## src/chr_pkg.sv

```systemverilog
`timescale 1ns / 1ps
// ----------------------------------------------------------------------------
// chr_pkg
// Shared types and constants of the hash ring unit: transfer payloads,
// opcodes, result kinds, hash constants, controller states, commands and status.
// ----------------------------------------------------------------------------
package chr_pkg;

    // opcodes of an input transfer
    localparam logic [1:0] OP_LOOKUP    = 2'd0;
    localparam logic [1:0] OP_INSERT    = 2'd1;
    localparam logic [1:0] OP_REMOVE    = 2'd2;
    localparam logic [1:0] OP_REBALANCE = 2'd3;

    // result kinds
    localparam logic [1:0] KIND_LOOKUP = 2'd0;
    localparam logic [1:0] KIND_INSERT = 2'd1;
    localparam logic [1:0] KIND_REMOVE = 2'd2;
    localparam logic [1:0] KIND_TASK   = 2'd3;

    // hash constants
    localparam logic [63:0] FNV_BASIS  = 64'hcbf29ce484222325;
    localparam logic [8:0]  FNV_LOW    = 9'h1b3;  // prime is 2^40 + 0x1b3
    localparam int          FNV_SHIFT  = 40;
    localparam logic [63:0] MIX_C1     = 64'hff51afd7ed558ccd;
    localparam logic [63:0] MIX_C2     = 64'hc4ceb9fe1a85ec53;
    localparam int          MIX_SHIFT  = 33;

    typedef struct packed {
        logic [1:0] opcode;
        logic [7:0] key_byte;
        logic       last;
        logic [7:0] owner_id;
    } t_in;

    typedef struct packed {
        logic [1:0]  result_kind;
        logic        found;
        logic [7:0]  owner;
        logic [63:0] range_start;
        logic [63:0] range_end;
        logic [8:0]  drop_count;
    } t_out;

    typedef enum logic [4:0] {
        S_IDLE,
        S_X0,
        S_A1, S_B1, S_C1, S_X1,
        S_A2, S_B2, S_C2, S_X2,
        S_SCAN0, S_SCAN, S_DECIDE,
        S_INS_SH, S_INS_WR,
        S_RB_PREV, S_RB_WALK,
        S_RM, S_RM_RES,
        S_EMIT
    } t_state;

    typedef enum logic [4:0] {
        CMD_NONE,
        CMD_BYTE,
        CMD_RM_START,
        CMD_MIX_X0,
        CMD_MUL_LL,
        CMD_MUL_LH,
        CMD_MUL_HL,
        CMD_MIX_XP,
        CMD_SCAN_START,
        CMD_SCAN_STEP,
        CMD_LK_RES,
        CMD_INS_HIT,
        CMD_INS_FULL,
        CMD_INS_SH_START,
        CMD_INS_SH,
        CMD_INS_WR,
        CMD_RB_PREV,
        CMD_RB_START,
        CMD_RB_STEP,
        CMD_RM_STEP,
        CMD_RM_RES,
        CMD_EMIT
    } t_cmd;

    typedef struct packed {
        t_cmd cmd;
        logic csel;   // selects the second mixer constant
    } t_ctl;

    typedef struct packed {
        logic [1:0] op;
        logic       empty;
        logic       full;
        logic       ge;
        logic       idx_last;
        logic       at_p;
        logic       p_in;
        logic       eq;
        logic       p_eq_cnt;
        logic       start_eq;
        logic       owner_diff;
        logic       k_last;
        logic       out_free;
    } t_sts;

endpackage

```

## src/chr_ctrl.sv

```systemverilog
`timescale 1ns / 1ps
// ----------------------------------------------------------------------------
// chr_ctrl
// Sequencer of the hash ring unit: byte intake, finalizer steps, table
// scan, insert shift, rebalance walk, remove compaction and result hand-off.
// ----------------------------------------------------------------------------
module chr_ctrl (
    input  logic          i_clk,
    input  logic          i_rst_n,
    input  logic          i_valid,
    input  chr_pkg::t_in  i_data,
    input  chr_pkg::t_sts i_sts,
    output logic          o_stall,
    output chr_pkg::t_ctl o_ctl
);
    import chr_pkg::*;

    t_state r_state, n_state;
    logic   take;

    assign take = i_valid && (r_state == S_IDLE);

    // state register
    always_ff @(posedge i_clk) begin
        if (!i_rst_n) begin
            r_state <= S_IDLE;
        end else begin
            r_state <= n_state;
        end
    end

    // next state
    always_comb begin
        n_state = r_state;
        unique case (r_state)
            S_IDLE: begin
                if (take) begin
                    if (i_data.opcode == OP_REMOVE) begin
                        n_state = S_RM;
                    end else if (i_data.last) begin
                        n_state = S_X0;
                    end
                end
            end
            S_X0:  n_state = S_A1;
            S_A1:  n_state = S_B1;
            S_B1:  n_state = S_C1;
            S_C1:  n_state = S_X1;
            S_X1:  n_state = S_A2;
            S_A2:  n_state = S_B2;
            S_B2:  n_state = S_C2;
            S_C2:  n_state = S_X2;
            S_X2:  n_state = S_SCAN0;
            S_SCAN0: n_state = i_sts.empty ? S_DECIDE : S_SCAN;
            S_SCAN: begin
                if (i_sts.ge || i_sts.idx_last) begin
                    n_state = S_DECIDE;
                end
            end
            S_DECIDE: begin
                priority if (i_sts.op == OP_LOOKUP) begin
                    n_state = S_EMIT;
                end else if (i_sts.op == OP_INSERT) begin
                    priority if (i_sts.p_in && i_sts.eq) n_state = S_EMIT;
                    else if (i_sts.full)                 n_state = S_EMIT;
                    else if (i_sts.p_eq_cnt)             n_state = S_INS_WR;
                    else                                 n_state = S_INS_SH;
                end else if (i_sts.op == OP_REBALANCE) begin
                    if (i_sts.empty || !i_sts.p_in || !i_sts.eq) begin
                        n_state = S_IDLE;
                    end else begin
                        n_state = S_RB_PREV;
                    end
                end else begin
                    n_state = S_IDLE;
                end
            end
            S_INS_SH:  if (i_sts.at_p) n_state = S_INS_WR;
            S_INS_WR:  n_state = S_EMIT;
            S_RB_PREV: n_state = i_sts.start_eq ? S_IDLE : S_RB_WALK;
            S_RB_WALK: begin
                if (i_sts.owner_diff) begin
                    n_state = S_EMIT;
                end else if (i_sts.k_last) begin
                    n_state = S_IDLE;
                end
            end
            S_RM: begin
                if (i_sts.empty || i_sts.idx_last) begin
                    n_state = S_RM_RES;
                end
            end
            S_RM_RES: n_state = S_EMIT;
            S_EMIT:   if (i_sts.out_free) n_state = S_IDLE;
            default:  n_state = S_IDLE;
        endcase
    end

    // outputs
    always_comb begin
        o_ctl.cmd  = CMD_NONE;
        o_ctl.csel = (r_state == S_A2) || (r_state == S_B2) || (r_state == S_C2);
        o_stall    = (r_state != S_IDLE);
        unique case (r_state)
            S_IDLE: begin
                if (take) begin
                    o_ctl.cmd = (i_data.opcode == OP_REMOVE) ? CMD_RM_START : CMD_BYTE;
                end
            end
            S_X0:  o_ctl.cmd = CMD_MIX_X0;
            S_A1, S_A2: o_ctl.cmd = CMD_MUL_LL;
            S_B1, S_B2: o_ctl.cmd = CMD_MUL_LH;
            S_C1, S_C2: o_ctl.cmd = CMD_MUL_HL;
            S_X1, S_X2: o_ctl.cmd = CMD_MIX_XP;
            S_SCAN0: o_ctl.cmd = CMD_SCAN_START;
            S_SCAN:  o_ctl.cmd = CMD_SCAN_STEP;
            S_DECIDE: begin
                priority if (i_sts.op == OP_LOOKUP) begin
                    o_ctl.cmd = CMD_LK_RES;
                end else if (i_sts.op == OP_INSERT) begin
                    priority if (i_sts.p_in && i_sts.eq) o_ctl.cmd = CMD_INS_HIT;
                    else if (i_sts.full)                 o_ctl.cmd = CMD_INS_FULL;
                    else if (i_sts.p_eq_cnt)             o_ctl.cmd = CMD_NONE;
                    else                                 o_ctl.cmd = CMD_INS_SH_START;
                end else if (i_sts.op == OP_REBALANCE) begin
                    if (!(i_sts.empty || !i_sts.p_in || !i_sts.eq)) begin
                        o_ctl.cmd = CMD_RB_PREV;
                    end
                end else begin
                    o_ctl.cmd = CMD_NONE;
                end
            end
            S_INS_SH:  o_ctl.cmd = CMD_INS_SH;
            S_INS_WR:  o_ctl.cmd = CMD_INS_WR;
            S_RB_PREV: if (!i_sts.start_eq) o_ctl.cmd = CMD_RB_START;
            S_RB_WALK: o_ctl.cmd = CMD_RB_STEP;
            S_RM:      if (!i_sts.empty) o_ctl.cmd = CMD_RM_STEP;
            S_RM_RES:  o_ctl.cmd = CMD_RM_RES;
            S_EMIT:    if (i_sts.out_free) o_ctl.cmd = CMD_EMIT;
            default:   o_ctl.cmd = CMD_NONE;
        endcase
    end

endmodule

```

## config.mk

```make
export PLATFORM = sky130hd
export DESIGN_NAME = chr_ctrl
export DESIGN_NICKNAME = d
export VERILOG_FILES = /design/src/chr_pkg.sv /design/src/chr_ctrl.sv
export SDC_FILE = /design/constraint.sdc
export NUM_CORES = 1
export LEC_CHECK = 0
export ABC_AREA = 0
export BUFFER_PORTS_ARGS = -buffer_cell sky130_fd_sc_hd__buf_2
export CAP_MARGIN = 40
export CORE_MARGIN = 1
export CORE_UTILIZATION = 41
export CTS_BUF_LIST = sky130_fd_sc_hd__clkbuf_16
export CTS_CLUSTER_DIAMETER = 30
export DETAILED_ROUTE_END_ITERATION = 6
export HOLD_SLACK_MARGIN = 0.02
export PLACE_DENSITY = 0.88
export SYNTH_ARGS = -nofsm -noshare
export SYNTH_HDL_FRONTEND = slang
export SYNTH_SLANG_ARGS = --single-unit
```

## constraint.sdc

```tcl
create_clock -name i_clk -period 1.8 [get_ports i_clk]
set_input_delay 0.18 -clock i_clk [delete_from_list [all_inputs] [get_ports i_clk]]
set_output_delay 0.18 -clock i_clk [all_outputs]
set_load 0.1 [all_outputs]
```

Word level (Yosys, flattened, before mapping)
Index checks and enable logic that the tools add are counted.
{"block": "classes", "n_eq_ne": 29, "muxes": 32, "n_reduce_logical": 19}
{"op": "two-way mux 5 bit", "count": 22}
{"op": "case mux 5 bit (19 select lines)", "count": 1}
{"op": "case mux 5 bit (16 select lines)", "count": 1}
{"op": "equality test 5 x 4 -> 1 bit (second input constant)", "count": 8}
{"op": "equality test 5 x 3 -> 1 bit (second input constant)", "count": 4}
{"op": "equality test 5 bit (second input constant)", "count": 4}
{"op": "two-way mux 4 bit", "count": 4}
{"op": "equality test 5 x 2 -> 1 bit (second input constant)", "count": 2}
{"op": "inequality test 2 bit (second input constant)", "count": 5}
{"op": "OR reduction 2 bit", "count": 5}
{"op": "AND reduction 7 bit", "count": 1}
{"op": "logical OR 1 bit", "count": 6}
{"op": "two-way mux 2 bit", "count": 3}
{"op": "equality test 5 x 1 -> 1 bit (second input constant)", "count": 1}
{"op": "zero test 5 bit", "count": 1}
{"op": "nonzero test 5 bit", "count": 1}
{"op": "equality test 2 bit (second input constant)", "count": 2}
{"op": "two-way mux 3 bit", "count": 1}
{"op": "inequality test 3 x 2 -> 1 bit (second input constant)", "count": 1}
{"op": "inequality test 3 bit (second input constant)", "count": 1}
{"op": "equality test 2 x 1 -> 1 bit (second input constant)", "count": 1}
{"op": "logical AND 1 bit", "count": 2}
{"op": "zero test 1 bit", "count": 2}
{"op": "zero test 2 bit", "count": 1}
{"block": "totals", "regBits": 5, "input_bits": 36, "out_inout_bits": 7, "word_cells": 81}

Longest topological paths before layout
{"block": "depth", "word_depth": 8, "ltp_mapped": 7, "ltp_nobuf": 5}

Worst setup path after synthesis
No wires, ideal clock.
{"block": "synth_path", "kind": "register to output", "from": "register r_state[0]", "to": "output port o_ctl[4] in the netlist's numbering", "arrival_time_ns": 3.248, "required_time_ns": 1.620, "slack_ns": -1.628, "path_stages_with_launch": 6, "cell_sequence": "dfxtp_1 > clkbuf_1 > clkbuf_1 > nand2_1 > xor2_1 > o21ai_0"}
{"element": "start, declared", "line_no": "chr_ctrl.sv:18", "text": "t_state r_state, n_state;"}
{"element": "start signal, assigned", "line_no": "chr_ctrl.sv:28", "text": "r_state <= n_state;"}
{"element": "end, declared", "line_no": "chr_ctrl.sv:14", "text": "output chr_pkg::t_ctl o_ctl"}

==> flow_metrics.py <==
metrics = {
    "min_path": {
        "hold_end": "r_state[2]$_SDFFE_PN0P_",
        "hold_depth": 2,
        "hp-class": "input port to flip-flop",
        "hold_path_startpoint": "i_rst_n",
    },
    "setup_path": {
        "critPathRequiredTime_ns": 1.62,
        "crit_path_max_fanout": 2,
        "r2r_start": "r_state[3]$_SDFFE_PN0P_",
        "regToRegSetupSlack_ns": -0.14,
        "r2r_cells": 8,
        "setup.worst_path.start_class": "flip-flop",
        "end_kind": "output port",
        "crit_arrival_ns": 1.89,
        "path_class": "flip-flop to output port",
        "r2r-end": "r_state[4]$_SDFFE_PN0P_",
    },
    "run_status": {
        "violations": "negative setup slack",
        "status": "complete, but fails checks",
    },
    "sta": {
        "finalHoldViolations": 0,
        "timing.fmax_mhz": 483,
        "timing.final.ws_setup_ns": -0.269,
        "drv_slew": 0,
        "skew_ns": 0.000744,
        "slew_headroom_pct": 75.2,
        "holdWs_ns": 0.247,
        "setup_viol": 8,
        "fin_crit_ns": 2.07,
        "period_share_pct": 115,
        "tightest_slew_ns": 0.371,
        "rsz0062_at_grt": "true",
    },
    "routing": {
        "firstDrtPassIters": 5,
        "viasPerCell": 6.02,
        "drt_iter0_drc": 39,
        "wl_um": 3060,
        "wl_per_cell_um": 15.3,
        "ant_nets": 0,
        "drc_errors": 0,
        "via_count": 1203,
    },
    "pwr": {
        "seq_power_share_pct": 7.5,
        "p_per_area_nw_per_um2": 1710,
        "combPwrFrac_pct": 78.1,
        "vdd_ir_drop_max_mv": 1.18,
        "internal_power_mw": 1.20,
        "power_leakage_nw": 0.576,
        "clkPwrFrac_pct": 14.4,
        "swShare_pct": 51.4,
        "power_switching_mw": 1.27,
    },
    "clocking": {
        "clockBufferDepth": 2,
        "htreeDepth": 1,
        "clk_latency_ns": 0.23,
        "numCtsBuffers": 3,
        "root_buffer": "clkbuf_16",
        "clk_pin_slew_worst_paths_ns": 0.03,
        "cts_tree": "built",
        "clkSinkCount": 5,
        "hold_buffers": 0,
    },
    "global_route": {
        "grt_util_all_layers_pct": 25.5,
        "overflow": 0,
        "grt_max_degree": 21,
        "antenna_found_initial": 0,
        "grt_pass1_vias": 952,
        "grt_pass1_wl_um": 4150,
    },
    "synth": {
        "ys_warn_count": 0,
        "synth_flop_cell": "dfxtp_1",
        "syn_avg_cell_area_um2": 6.52,
        "syn-cell-area_um2": 861,
        "synth_edf_count": 0,
        "ys_types": 46,
        "synthCells": 132,
        "ys_seq_area_share_pct": 11.6,
        "synthArstFlopShare_pct": 0,
        "syn-num-nets": 168,
        "synth-seq-cells": 5,
    },
    "run": {
        "drv_cap": 0,
    },
    "finish": {
        "areaGrowthSynthToFinish_pct": 67.7,
        "largest_registers": "r_state x5",
        "final_common_cell": "buf_2",
        "antenna_cells": 0,
        "final_cells": 200,
        "drive_gt1_share_pct": 44.5,
        "mostFrequentLayoutCells": "buf_2 (19), nand2_1 (17), buf_4 (16), o21ai_0 (10), nor2_1 (9)",
        "num-nets-final": 210,
        "final_area_um2": 1440,
        "post-route-util_pct": 73.6,
        "largest_register": "r_state",
        "largest_reg_flops": 5,
        "fillers": 161,
    },
    "place": {
        "dpl.hpwl_um": 2070,
        "place_area_um2": 1210,
        "io_buffers": 26,
        "gp_congestion": 0.953,
        "placed_cells": 190,
    },
    "die": {
        "fp.dieH_um": 47.8,
        "placementRows": 16,
        "start_util_pct": 43.9,
        "io_pins": 43,
        "die_area_um2": 2290,
        "fp.coreArea_um2": 1960,
        "dieWidth_um": 47.8,
    },
}
metal layers:
metal / wire (um) / track usage [%] / vias to the layer above
li1: - / - / 576
met1: 1360 / 33.7 / 565
met2: 1500 / 44.3 / 56
met3: 153 / 1.51 / 6
met4: 40 / 7.78 / 0
met5: 0 / 0 / -
final cells by class:
class	instances	area [um^2]	area share [%]
clock buffer	3	75.1	5.20
clock inverter	1	3.75	0.260
inverter	3	11.3	0.780
multi-input combinational	114	798	55.3
sequential	5	105	7.28
tap	27	33.8	2.34
timing repair buffer	47	417	28.9
timing repair:
action	4_1_cts	5_1_grt
cloned	0	0
pin swaps	3	3
setup endpoints to repair	7	11
gates resized for setup	7	23
setup buffers	3	3
through the flow:
stage	setup WS (ns)	setup TNS, ns	power, mW
after floorplan	-0.732	-2.20	1.39
after global placement	-0.0258	-0.0346	1.85
after detailed placement	-0.0695	-0.116	1.89
after CTS	-0.277	-1.28	2.33
after global routing	-0.301	-1.44	2.56
final	-0.269	-1.13	2.47
power by group through the flow:
| stage | sequential [mW] | combinational [mW] | clock [mW] |
|---|---|---|---|
| after global placement | 0.170 | 1.68 | 0 |
| after CTS | 0.177 | 1.79 | 0.362 |
| after global routing | 0.187 | 2.01 | 0.370 |
| final | 0.186 | 1.92 | 0.356 |
| after floorplan | 0.171 | 1.22 | 0 |
| after detailed placement | 0.174 | 1.71 | 0 |
cell usage after synthesis (2+ instances only):
cell type  count  area (um^2)
a21o_1         2         15.0
a21oi_1        9         45.0
a22oi_1        2         15.0
buf_2          2         10.0
clkbuf_1       7         26.3
dfxtp_1        5          100
inv_1          3         11.3
mux2i_1        2         20.0
nand2_1       19         71.3
nand2b_1       5         31.3
nand3_1        6         30.0
nand4b_1       2         17.5
nor2_1         9         33.8
nor2b_1        4         25.0
nor3_2         2         20.0
nor3b_1        2         15.0
nor4_1         2         12.5
o211ai_1       4         30.0
o21ai_0       14         70.1
o21ai_1        3         15.0
o22ai_1        2         12.5
or2_1          2         12.5
worst max-delay path, stage by stage, from the launching register on:
cell and delay, ns:
dfxtp_2 0.33, or4b_4 0.52, or3_4 0.35, o211ai_1 0.14
a21o_2 0.16, buf_12 0.17
logic make-up after synthesis:
kind of cell,share of synthesized area [%]
and+or+nand+nor,42.0
AOI/OAI and AO/OA,37.1
buffers and inverters,5.96
DFF,11.6
muxes,2.33
xor gates and xnor gates,1.02
worst max path at each step:
stage                       startpoint  endpoint  slack [ns]  cells after the start
3_5_place_dp   r_state[4]$_SDFFE_PN0P_  o_ctl[1]       -0.07                      5
6_report       r_state[3]$_SDFFE_PN0P_  o_ctl[1]       -0.27                      5
5_1_grt        r_state[3]$_SDFFE_PN0P_  o_ctl[1]       -0.30                      5
2_1_floorplan  r_state[1]$_SDFFE_PN0P_  o_ctl[2]       -0.73                      6
4_1_cts        r_state[2]$_SDFFE_PN0P_  o_ctl[1]       -0.28                      5
3_3_place_gp   r_state[2]$_SDFFE_PN0P_  o_ctl[1]       -0.03                      5
(Power assumes the default switching activity.)
